==> src/art_pkg.sv <==
// Shared types and constants for the address region table.
package art_pkg;

    localparam int NUM_REGIONS_DEF = 8;
    localparam int PAGE_BITS_DEF   = 12;

    localparam int ADDR_W   = 32;
    localparam int SIZE_W   = 33;
    localparam int PERM_W   = 3;
    localparam int INDEX_W  = 3;
    localparam int STATUS_W = 2;
    localparam int CFG_W    = 32;

    // Function codes of a request.
    localparam logic FUNC_DEFINE = 1'b0;
    localparam logic FUNC_LOOKUP = 1'b1;

    // Result status codes.
    localparam logic [STATUS_W-1:0] STATUS_OK     = 2'd0;
    localparam logic [STATUS_W-1:0] STATUS_BEYOND = 2'd1;
    localparam logic [STATUS_W-1:0] STATUS_FULL   = 2'd2;

    // Configuration register indexes.
    localparam logic CFG_STACK_TOP = 1'b0;
    localparam logic CFG_LOADING   = 1'b1;

    localparam logic [ADDR_W-1:0] STACK_TOP_RST = 32'h8000_0000;

    typedef struct packed {
        logic [PERM_W-1:0] perm;
        logic [SIZE_W-1:0] size;
        logic [ADDR_W-1:0] base;
    } entry_t;

    localparam int ENTRY_W = $bits(entry_t);

    typedef struct packed {
        logic capture;
        logic def_check;
        logic def_write;
        logic scan;
        logic load_out;
    } art_cmd_t;

    typedef struct packed {
        logic is_lookup;
        logic def_ok;
        logic scan_hit;
        logic scan_end;
        logic out_free;
    } art_stat_t;

endpackage

==> src/art_ram.sv <==
// Generic single-write, single-read RAM with registered read data.
module art_ram #(
    parameter int WIDTH = 8,
    parameter int DEPTH = 8,
    localparam int AW = (DEPTH > 1) ? $clog2(DEPTH) : 1
) (
    input  logic             clk,
    input  logic             we,
    input  logic [AW-1:0]    waddr,
    input  logic [WIDTH-1:0] wdata,
    input  logic [AW-1:0]    raddr,
    output logic [WIDTH-1:0] rdata
);

    logic [WIDTH-1:0] mem [DEPTH];
    logic [WIDTH-1:0] rdata_reg;

    always_ff @(posedge clk)
    begin
        if (we)
        begin
            mem[waddr] <= wdata;
        end
        rdata_reg <= mem[raddr];
    end

    assign rdata = rdata_reg;

endmodule

==> src/art_ctrl.sv <==
// Sequencing state machine for define and lookup requests.
module art_ctrl import art_pkg::*; (
    input  logic      clk,
    input  logic      rst_n,
    input  logic      req_valid,
    output logic      req_ready,
    input  art_stat_t stat,
    output art_cmd_t  cmd
);

    typedef enum logic [2:0] {
        S_IDLE,
        S_DEF_CHECK,
        S_DEF_WRITE,
        S_SCAN,
        S_RESP
    } state_t;

    state_t state_reg;
    state_t state_next;

    always_comb
    begin
        state_next = state_reg;
        cmd        = '0;
        unique case (state_reg)
            S_IDLE:
            begin
                cmd.capture = req_valid;
                if (req_valid)
                begin
                    state_next = S_DEF_CHECK;
                end
            end
            S_DEF_CHECK:
            begin
                // The captured function is only known from the cycle after the transfer.
                if (stat.is_lookup)
                begin
                    state_next = S_SCAN;
                end
                else
                begin
                    cmd.def_check = 1'b1;
                    state_next    = stat.def_ok ? S_DEF_WRITE : S_RESP;
                end
            end
            S_DEF_WRITE:
            begin
                cmd.def_write = 1'b1;
                state_next    = S_RESP;
            end
            S_SCAN:
            begin
                cmd.scan = 1'b1;
                if (stat.scan_hit || stat.scan_end)
                begin
                    state_next = S_RESP;
                end
            end
            S_RESP:
            begin
                if (stat.out_free)
                begin
                    cmd.load_out = 1'b1;
                    state_next   = S_IDLE;
                end
            end
            default:
            begin
                state_next = S_IDLE;
            end
        endcase
    end

    always_ff @(posedge clk or negedge rst_n)
    begin
        if (!rst_n)
        begin
            state_reg <= S_IDLE;
        end
        else
        begin
            state_reg <= state_next;
        end
    end

    assign req_ready = (state_reg == S_IDLE);

endmodule

==> src/art_dp.sv <==
// Datapath: configuration, region memory, define arithmetic, lookup compare and output register.
module art_dp import art_pkg::*; #(
    parameter int NUM_REGIONS = NUM_REGIONS_DEF,
    parameter int PAGE_BITS   = PAGE_BITS_DEF
) (
    input  logic                clk,
    input  logic                rst_n,
    input  logic                cfg_we,
    input  logic                cfg_index,
    input  logic [CFG_W-1:0]    cfg_data,
    input  logic                func,
    input  logic [ADDR_W-1:0]   address,
    input  logic [ADDR_W-1:0]   length,
    input  logic                want_read,
    input  logic                want_write,
    input  logic                want_exec,
    input  logic                rsp_ready,
    output logic                rsp_valid,
    output logic [STATUS_W-1:0] status,
    output logic                hit,
    output logic [INDEX_W-1:0]  region_index,
    output logic [ADDR_W-1:0]   region_base,
    output logic [SIZE_W-1:0]   region_size,
    output logic                can_read,
    output logic                can_write,
    output logic                can_exec,
    input  art_cmd_t            cmd,
    output art_stat_t           stat
);

    localparam int CW = $clog2(NUM_REGIONS + 1);
    localparam int AW = (NUM_REGIONS > 1) ? $clog2(NUM_REGIONS) : 1;
    localparam logic [SIZE_W-1:0] OFF_MASK = SIZE_W'((64'd1 << PAGE_BITS) - 64'd1);
    localparam logic [CW-1:0] CNT_MAX = CW'(NUM_REGIONS);

    // Configuration registers.
    logic [ADDR_W-1:0] stack_top_reg;
    logic              loading_reg;

    // Captured request.
    logic              func_reg;
    logic [ADDR_W-1:0] addr_reg;
    logic [ADDR_W-1:0] len_reg;
    logic [PERM_W-1:0] perm_reg;

    // Table state and scan pointers.
    logic [CW-1:0]     cnt_reg;
    logic [CW-1:0]     idx_reg;
    logic              cmp_vld_reg;
    logic [CW-1:0]     cmp_idx_reg;
    logic [SIZE_W-1:0] size_raw_reg;

    // Pending result and output register.
    logic [STATUS_W-1:0] res_status_reg;
    logic                res_hit_reg;
    logic [INDEX_W-1:0]  res_index_reg;
    logic [ADDR_W-1:0]   res_base_reg;
    logic [SIZE_W-1:0]   res_size_reg;
    logic [PERM_W-1:0]   res_perm_reg;

    logic                rsp_valid_reg;
    logic [STATUS_W-1:0] out_status_reg;
    logic                out_hit_reg;
    logic [INDEX_W-1:0]  out_index_reg;
    logic [ADDR_W-1:0]   out_base_reg;
    logic [SIZE_W-1:0]   out_size_reg;
    logic [PERM_W-1:0]   out_perm_reg;

    logic              over_top;
    logic              table_full;
    logic [SIZE_W-1:0] size_round;
    entry_t            wr_entry;
    entry_t            rd_entry;
    logic [ENTRY_W-1:0] rd_data;
    logic [SIZE_W:0]   diff;
    logic              hit_now;
    logic              issue;

    assign over_top   = ({1'b0, addr_reg} + {1'b0, len_reg}) > {1'b0, stack_top_reg};
    assign table_full = (cnt_reg == CNT_MAX);
    assign size_round = (size_raw_reg + OFF_MASK) & ~OFF_MASK;

    assign wr_entry.perm = perm_reg;
    assign wr_entry.size = size_round;
    assign wr_entry.base = addr_reg & ~OFF_MASK[ADDR_W-1:0];

    assign rd_entry = entry_t'(rd_data);

    // A borrow out of the subtraction means the address lies below the base.
    assign diff    = {2'b00, addr_reg} - {2'b00, rd_entry.base};
    assign hit_now = cmp_vld_reg && !diff[SIZE_W] && (diff[SIZE_W-1:0] < rd_entry.size);
    assign issue   = cmd.scan && (idx_reg < cnt_reg) && !hit_now;

    art_ram #(
        .WIDTH (ENTRY_W),
        .DEPTH (NUM_REGIONS)
    ) u_region_ram (
        .clk   (clk),
        .we    (cmd.def_write),
        .waddr (cnt_reg[AW-1:0]),
        .wdata (wr_entry),
        .raddr (idx_reg[AW-1:0]),
        .rdata (rd_data)
    );

    always_ff @(posedge clk or negedge rst_n)
    begin
        if (!rst_n)
        begin
            stack_top_reg <= STACK_TOP_RST;
            loading_reg   <= 1'b0;
            cnt_reg       <= '0;
            idx_reg       <= '0;
            cmp_vld_reg   <= 1'b0;
            rsp_valid_reg <= 1'b0;
        end
        else
        begin
            if (cfg_we)
            begin
                unique case (cfg_index)
                    CFG_STACK_TOP: stack_top_reg <= cfg_data[ADDR_W-1:0];
                    CFG_LOADING:   loading_reg   <= cfg_data[0];
                    default:       loading_reg   <= loading_reg;
                endcase
            end
            if (cmd.def_write)
            begin
                cnt_reg <= cnt_reg + CW'(1);
            end
            if (cmd.capture)
            begin
                idx_reg <= '0;
            end
            else if (issue)
            begin
                idx_reg <= idx_reg + CW'(1);
            end
            cmp_vld_reg <= issue;
            if (cmd.load_out)
            begin
                rsp_valid_reg <= 1'b1;
            end
            else if (rsp_ready)
            begin
                rsp_valid_reg <= 1'b0;
            end
        end
    end

    always_ff @(posedge clk)
    begin
        cmp_idx_reg <= idx_reg;
        if (cmd.capture)
        begin
            func_reg       <= func;
            addr_reg       <= address;
            len_reg        <= length;
            perm_reg       <= {want_exec, want_write, want_read};
            res_status_reg <= STATUS_OK;
            res_hit_reg    <= 1'b0;
            res_index_reg  <= '0;
            res_base_reg   <= '0;
            res_size_reg   <= '0;
            res_perm_reg   <= '0;
        end
        if (cmd.def_check)
        begin
            // The stack top check takes priority over the full check.
            priority if (over_top)
            begin
                res_status_reg <= STATUS_BEYOND;
            end
            else if (table_full)
            begin
                res_status_reg <= STATUS_FULL;
            end
            else
            begin
                res_status_reg <= STATUS_OK;
            end
            size_raw_reg <= {1'b0, len_reg} + {1'b0, addr_reg & OFF_MASK[ADDR_W-1:0]};
        end
        if (cmd.scan && hit_now)
        begin
            res_hit_reg   <= 1'b1;
            res_index_reg <= INDEX_W'(cmp_idx_reg);
            res_base_reg  <= rd_entry.base;
            res_size_reg  <= rd_entry.size;
            res_perm_reg  <= rd_entry.perm | {1'b0, loading_reg, 1'b0};
        end
        if (cmd.load_out)
        begin
            out_status_reg <= res_status_reg;
            out_hit_reg    <= res_hit_reg;
            out_index_reg  <= res_index_reg;
            out_base_reg   <= res_base_reg;
            out_size_reg   <= res_size_reg;
            out_perm_reg   <= res_perm_reg;
        end
    end

    assign stat.is_lookup = (func_reg == FUNC_LOOKUP);
    assign stat.def_ok    = !over_top && !table_full;
    assign stat.scan_hit  = hit_now;
    assign stat.scan_end  = !cmp_vld_reg && (idx_reg >= cnt_reg);
    assign stat.out_free  = !rsp_valid_reg || rsp_ready;

    assign rsp_valid    = rsp_valid_reg;
    assign status       = out_status_reg;
    assign hit          = out_hit_reg;
    assign region_index = out_index_reg;
    assign region_base  = out_base_reg;
    assign region_size  = out_size_reg;
    assign can_read     = out_perm_reg[0];
    assign can_write    = out_perm_reg[1];
    assign can_exec     = out_perm_reg[2];

endmodule

==> src/address_region_table.sv <==
// Region table of an address space. A define request that passes its checks goes from its
// transfer to its result through capture, bounds and fill check, page rounding with the
// table write, and the result register; a rejected define skips the table write. A lookup
// passes a dispatch step, then reads one stored region per cycle in insertion order from the
// region memory, with a registered read and a compare for each region, and stops at the
// first hit or after the last stored region. A new request is taken once the previous one
// has reached the result register, even while that result still waits for its transfer; a
// result that finds the result register still occupied waits until it is free. No clearing
// pass follows reset; entries beyond the region count are never used by a lookup.
module address_region_table import art_pkg::*; #(
    parameter int NUM_REGIONS = NUM_REGIONS_DEF,
    parameter int PAGE_BITS   = PAGE_BITS_DEF
) (
    input  logic                clk,
    input  logic                rst_n,
    input  logic                cfg_we,
    input  logic                cfg_index,
    input  logic [CFG_W-1:0]    cfg_data,
    input  logic                req_valid,
    output logic                req_ready,
    input  logic                func,
    input  logic [ADDR_W-1:0]   address,
    input  logic [ADDR_W-1:0]   length,
    input  logic                want_read,
    input  logic                want_write,
    input  logic                want_exec,
    output logic                rsp_valid,
    input  logic                rsp_ready,
    output logic [STATUS_W-1:0] status,
    output logic                hit,
    output logic [INDEX_W-1:0]  region_index,
    output logic [ADDR_W-1:0]   region_base,
    output logic [SIZE_W-1:0]   region_size,
    output logic                can_read,
    output logic                can_write,
    output logic                can_exec
);

    art_cmd_t  cmd;
    art_stat_t stat;

    art_ctrl u_ctrl (
        .clk       (clk),
        .rst_n     (rst_n),
        .req_valid (req_valid),
        .req_ready (req_ready),
        .stat      (stat),
        .cmd       (cmd)
    );

    art_dp #(
        .NUM_REGIONS (NUM_REGIONS),
        .PAGE_BITS   (PAGE_BITS)
    ) u_dp (
        .clk          (clk),
        .rst_n        (rst_n),
        .cfg_we       (cfg_we),
        .cfg_index    (cfg_index),
        .cfg_data     (cfg_data),
        .func         (func),
        .address      (address),
        .length       (length),
        .want_read    (want_read),
        .want_write   (want_write),
        .want_exec    (want_exec),
        .rsp_ready    (rsp_ready),
        .rsp_valid    (rsp_valid),
        .status       (status),
        .hit          (hit),
        .region_index (region_index),
        .region_base  (region_base),
        .region_size  (region_size),
        .can_read     (can_read),
        .can_write    (can_write),
        .can_exec     (can_exec),
        .cmd          (cmd),
        .stat         (stat)
    );

endmodule
==> config.mk <==
export PLATFORM = sky130hd
export DESIGN_NAME = address_region_table
export DESIGN_NICKNAME = d
export VERILOG_FILES = /design/src/art_pkg.sv /design/src/art_ram.sv /design/src/art_ctrl.sv /design/src/art_dp.sv /design/src/address_region_table.sv
export SDC_FILE = /design/constraint.sdc
export NUM_CORES = 1
export LEC_CHECK = 0
export BUFFER_PORTS_ARGS = -buffer_cell sky130_fd_sc_hd__buf_4
export CAP_MARGIN = 20
export CORE_ASPECT_RATIO = 1.4
export CORE_MARGIN = 2
export CORE_UTILIZATION = 62
export DETAILED_ROUTE_END_ITERATION = 10
export PLACE_DENSITY = 0.85
export SYNTH_ARGS = -nofsm -noshare
export SYNTH_HDL_FRONTEND = slang
export SYNTH_SLANG_ARGS = --single-unit
==> constraint.sdc <==
create_clock -name clk -period 16.8 [get_ports clk]
set_input_delay 0.84 -clock clk [delete_from_list [all_inputs] [get_ports clk]]
set_output_delay 0.84 -clock clk [all_outputs]
set_load 0.005 [all_outputs]
; ---- Word level (Yosys, flattened, before mapping)
; Memories as Yosys holds them, arrays and structs flattened. A register that Yosys moved wholly into a read port is not among the register bits.
; Index checks and enable logic that the tools add are counted.
[word_totals]
ff_bits = 366
ram_bits = 352
latchBits = 0
out_inout_bits = 76
rom_bits = 0
input_bits = 106
memories = 1
[classes]
div_mod_pow = 0
n_addsub = 6
n_bitwise = 2
n_lt_le_gt_ge = 4
n_shift = 0
multipliers = 0
eq_ne = 8
n_reduce_logical = 23
mux = 30
[memory_table]
columns = name, depth, width, rd, rd_clocked_by_memory_dff, write_ports, line_no
row1 = u_dp.u_region_ram.mem, 8, 44, 1, 1, 1, art_ram.sv:15  ; logic [WIDTH-1:0] mem [DEPTH];
[ops]
columns = op, count
row1 = 33-bit 2-to-1 mux, 2
row2 = 32-bit 2-to-1 mux, 2
row3 = 32-bit by 12-bit adder with 33-bit output, 1
row4 = 32-bit by 32-bit adder with 33-bit output, 1
row5 = "33-bit by 12-bit adder with 33-bit output, second input constant", 1
row6 = 33-bit by 32-bit greater-than comparator with 1-bit output, 1
row7 = 33-bit < comparator, 1
row8 = 32-bit by 32-bit subtractor with 33-bit output, 1
row9 = 3-bit 2-to-1 mux, 8
row10 = 3-bit one-hot mux with 5 select lines, 1
row11 = 1-bit 2-to-1 mux, 11
row12 = "4-bit by 1-bit adder with 4-bit output, second input constant", 2
row13 = 2-bit 2-to-1 mux, 4
row14 = 4-bit 2-to-1 mux, 2
row15 = 2-bit nonzero test, 4
row16 = 1-bit logical AND, 7
row17 = "3-bit by 2-bit equality test with 1-bit output, second input constant", 2
row18 = 1-bit logical NOT, 6
row19 = "4-bit equality test, second input constant", 1
row20 = 4-bit >= comparator, 1
row21 = 4-bit < comparator, 1
row22 = "2-bit inequality test, second input constant", 2
row23 = 2-bit AND reduction, 2
row24 = "3-bit by 1-bit equality test with 1-bit output, second input constant", 1
row25 = other kinds (7), 8

; ---- Longest topological paths before layout
[depth]
depth_word = 8
depth_mapped = 20

; ---- By module
; Synthesis repeated with hierarchy kept, for this count alone.
[unflattened]
hier_cells = 2193
hier_area_um2 = 37287.0
[by_module_without_submodules]
columns = mod, instances, area_per_inst_um2, cells_each
row1 = art_ram, 1, 21797.2, 867
row2 = art_dp, 1, 15278.4, 1300
row3 = art_ctrl, 1, 211.5, 26

; ---- Worst setup path before layout
; No wires, ideal clock.
[synth_timing]
path_type = reg2reg
start = register u_dp.addr_reg[12]
end = register u_dp.res_base_reg[12], enable pin
n_path_buf = 1
stages_incl_launch_ff = 21
path_slack_ns = 10.399
required_ns = 16.343
t_arrival_ns = 5.944
cell_sequence = edfxtp_1 -> inv_1 -> ha_1 -> inv_1 -> fa_1 -> a211o_1 -> a2111oi_2 -> nor2_1 -> a21oi_1 -> o21bai_1 -> a21oi_1 -> xnor2_1 -> ha_1 -> a21o_1 -> a21o_1 -> a311oi_1 -> a21oi_1 -> o21ai_0 -> o21ai_2 -> buf_2 -> o21ai_1
[synth_between]
elab_chain_len = 6
elab_cells_between_ends = 7
cone_classes = add/sub (1) / order compare (1) / reduce/logical (5)
[synth_lines]
columns = element, line_no
row1 = from (decl), art_dp.sv:42  ; logic [ADDR_W-1:0] addr_reg;
row2 = from (signal assigned), art_dp.sv:157  ; addr_reg <= address;
row3 = 32-bit by 32-bit subtractor with 33-bit output *, art_dp.sv:90  ; assign diff = {2'b00, addr_reg} - {2'b00, rd_entry.base};
row4 = "parallel branches: the longest is 2 deep, another holds 33-bit < comparator", --
row5 = 1-bit logical AND *, art_dp.sv:91  ; assign hit_now = cmp_vld_reg && !diff[SIZE_W] && (diff[SIZE_W-1:0] < rd_entry.size);
row6 = 1-bit logical AND *, art_dp.sv:184  ; if (cmd.scan && hit_now)
row7 = 2-bit nonzero test (no line) *, --
row8 = to (signal assigned), art_dp.sv:188  ; res_base_reg <= rd_entry.base;
row9 = to (decl), art_dp.sv:57  ; logic [ADDR_W-1:0] res_base_reg;
; Mark *: on every way between the ends.
; A chain may end at the register's enable or synchronous reset.

; ---- Worst setup path in the final report
[layout_timing]
start = register u_dp.addr_reg[12]
end = register u_dp.res_base_reg[26], enable pin
; Same word-level chain as after synthesis.

==> flow_metrics.tcl <==
set metrics [dict create \
    power_density_nw_per_um2 157.2 \
    wirelength_um 60880 \
    fin_cells 2511 \
    ant_nets 0 \
    max_freq_mhz 180.7 \
    htreeDepth 2 \
    path_clk_slew_ns 0.06 \
    placed_cell_area_um2 29180 \
    placementRows 91 \
    drt-pass1-iter-count 5 \
    setup_tns_ns 0 \
    grt_max_degree 73 \
    cts_buffers 56 \
    hold_buffers 0 \
    final_common_cell "edfxtp_1" \
    worstSetupEndpointType "flop" \
    clkLatencyLatePin_ns 0.59 \
    slew_headroom_pct 32.32 \
    synthXorXnorAreaFrac_pct 2.787 \
    synth_mux_area_share_pct 9.182 \
    finalHoldViolations 0 \
    largest_register_ffs 352 \
    finalClockSkew_ns 0.01734 \
    synthDistinctLibCells 83 \
    start_util_pct 62.36 \
    startpoint_type "flop" \
    cts_setup_buffers 0 \
    ys_seq_area_share_pct 68.37 \
    min_period_over_period_pct 32.94 \
    grt_pass1_vias 16039 \
    final_area_um2 31150 \
    cts_tree "done" \
    critical_path_class "flop to flop" \
    ir_drop_v 0.0001095 \
    globalplace.congestion 0.9650 \
    drc 0 \
    synth_area_per_cell_um2 15.92 \
    grt.overflow.total 0 \
    tightestPinTransition_ns 1.015 \
    grt_pass1_wl_um 92340 \
    setup_viol 0 \
    area_growth_pct 13.96 \
    rsz0062_at_grt "no" \
    timing.critical_path.from "u_dp.addr_reg[12]" \
    cts_sinks 646 \
    crit_fanout 30 \
    antenna_found_initial 0 \
    ys_warn_count 0 \
    mostFrequentLayoutCells "edfxtp_1, buf_4, ha_1" \
    placeableCoreArea_um2 43840 \
    synthesis.area_um2 27340 \
    dp_hpwl_um 39580 \
    cts_root_buffer "clkbuf_16" \
    wl_per_cell_um 24.25 \
    synth_area_leaders "edfxtp_1, mux4_2, ha_1, dfrtp_1, dfxtp_1" \
    netlist.area_leader.share_pct 60.64 \
    vias 15620 \
    die_h_um 252.5 \
    power.total_mw 4.897 \
    reg2reg_from "u_dp.addr_reg[12]" \
    syn-instance-count 1717 \
    ys_ff_latch 646 \
    antenna_cells 0 \
    ios 182 \
    synth_fa_ha_area_share_pct 5.227 \
    die_w_um 181.5 \
    synthArstFlopShare_pct 7.121 \
    track_usage_pct 27.06 \
    synth_compound_area_share_pct 5.895 \
    cts_buffer_depth 3 \
    ys.flop_type "edfxtp_1" \
    final_util_pct 71.07 \
    synth_edf_count 552 \
    port-buffer-count 157 \
    synth_top_family_by_area "multiplexers" \
    final_max_slew_viol_count 0 \
    required_ns 17.05 \
    dp_cells 2406 \
    hp-class "input port to asynchronous set/reset pin" \
    nNetsFinal 2126 \
    cts_resized 0 \
    viasPerCell 6.221 \
    drtIter0Drc 1501 \
    cap_viol_max_count 0 \
    drive_gt1_share_pct 22.53 \
    worstPathArrival_ns 5.78 \
    period_minus_slack_ns 5.535 \
    synthSimpleGateAreaFrac_pct 5.822 \
    p_leak_nw 11.30 \
    yosysTopAreaCell "edfxtp_1" \
    die_area_um2 45810 \
    status "finished clean" \
]
## layout make-up
type                            instances  area, µm²
Multi-Input combinational cell        925       8083
Fill cell                            2526      12680
Clock buffer                           72       1513
Tap cell                              558      698.2
Sequential cell                       646      18700
Timing Repair Buffer                  177       1341
Inverter                              101      379.1
Clock inverter                         32      440.4
## layer usage
metal,GRT usage (%),part of all wire (%),vias to the layer above
li1,-,-,6875
met1,33.01,36,7754
met2,46.89,51,804
met3,3.530,7.0,187
met4,15.35,5.8,0
met5,0,0,-
## Yosys cell counts, drive strengths merged (5+ instances only)
master and instances:
nand3 34, a21oi 65, a211oi 13, mux2 46, o21bai 9, dfxtp 48
nor3 52, and3 8, edfxtp 552, nand2 84, nor2 77, dfrtp 45
and2 9, nor4 10, buf 38, a21o 31, xnor2 58, o31ai 5
mux4 88, nor2b 10, nand4 16, o21a 11, clkbuf 30, nand2b 9
ha 111, inv 101, o21ai 68, xor2 29
## worst paths after layout
| kind | end | slack (ns) | cells after the start |
|---|---|---|---|
| worst max-delay path | u_dp.res_base_reg[26] | 11.27 | 20 |
| worst min-delay path | u_dp.stack_top_reg[30] | 0.30 | 1 |
| worst max register to register | u_dp.res_base_reg[26] | 11.27 | 20 |
| worst min register to register | u_dp.region_size[29] | 0.42 | 0 |
| max in group asynchronous | u_dp.idx_reg[1] | 16.01 | 1 |
| min in group clk | u_dp.region_size[29] | 0.42 | 0 |
## kinds of logic (layout without fill, tap and decap cells)
logic type / count (synthesis) / after routing
compound gates: 239 / 239
xor+xnor: 87 / 87
fa+ha+maj: 113 / 113
buf+inv: 169 / 382
flops: 646 / 646
mux: 135 / 135
other cells: 1 / 24
simple gates: 327 / 327
## critical path, cell delays in order (launching register included)
cell	delay, ns
edfxtp_1	0.51
inv_1	0.13
ha_1	0.19
inv_1	0.06
fa_1	0.42
a211o_1	0.32
a2111oi_2	0.45
nor2_1	0.10
a21oi_1	0.24
o21bai_1	0.09
a21oi_1	0.19
xnor2_1	0.14
ha_1	0.26
a21o_1	0.16
a21o_1	0.18
a311oi_1	0.20
a21oi_1	0.13
o21ai_0	0.31
o21ai_4	0.09
o21ai_4	0.52
buf_4	0.48
## through the flow
step           worst slack (ns)  hold WS [ns]
6_report                  11.27        0.2961
5_1_grt                   10.89        0.3341
4_1_cts                   11.31        0.3002
3_5_place_dp              11.35        0.4045
3_3_place_gp              11.48        0.4040
2_1_floorplan             10.40        0.3716
## where the power goes
group | internal (mW) | total (mW) | switching (mW)
Sequential | 2.05 | 2.22 | 0.171
Combinational | 0.561 | 1.32 | 0.757
Clock | 0.793 | 1.36 | 0.569
Total | 3.40 | 4.90 | 1.50
(Power assumes the default switching activity.)
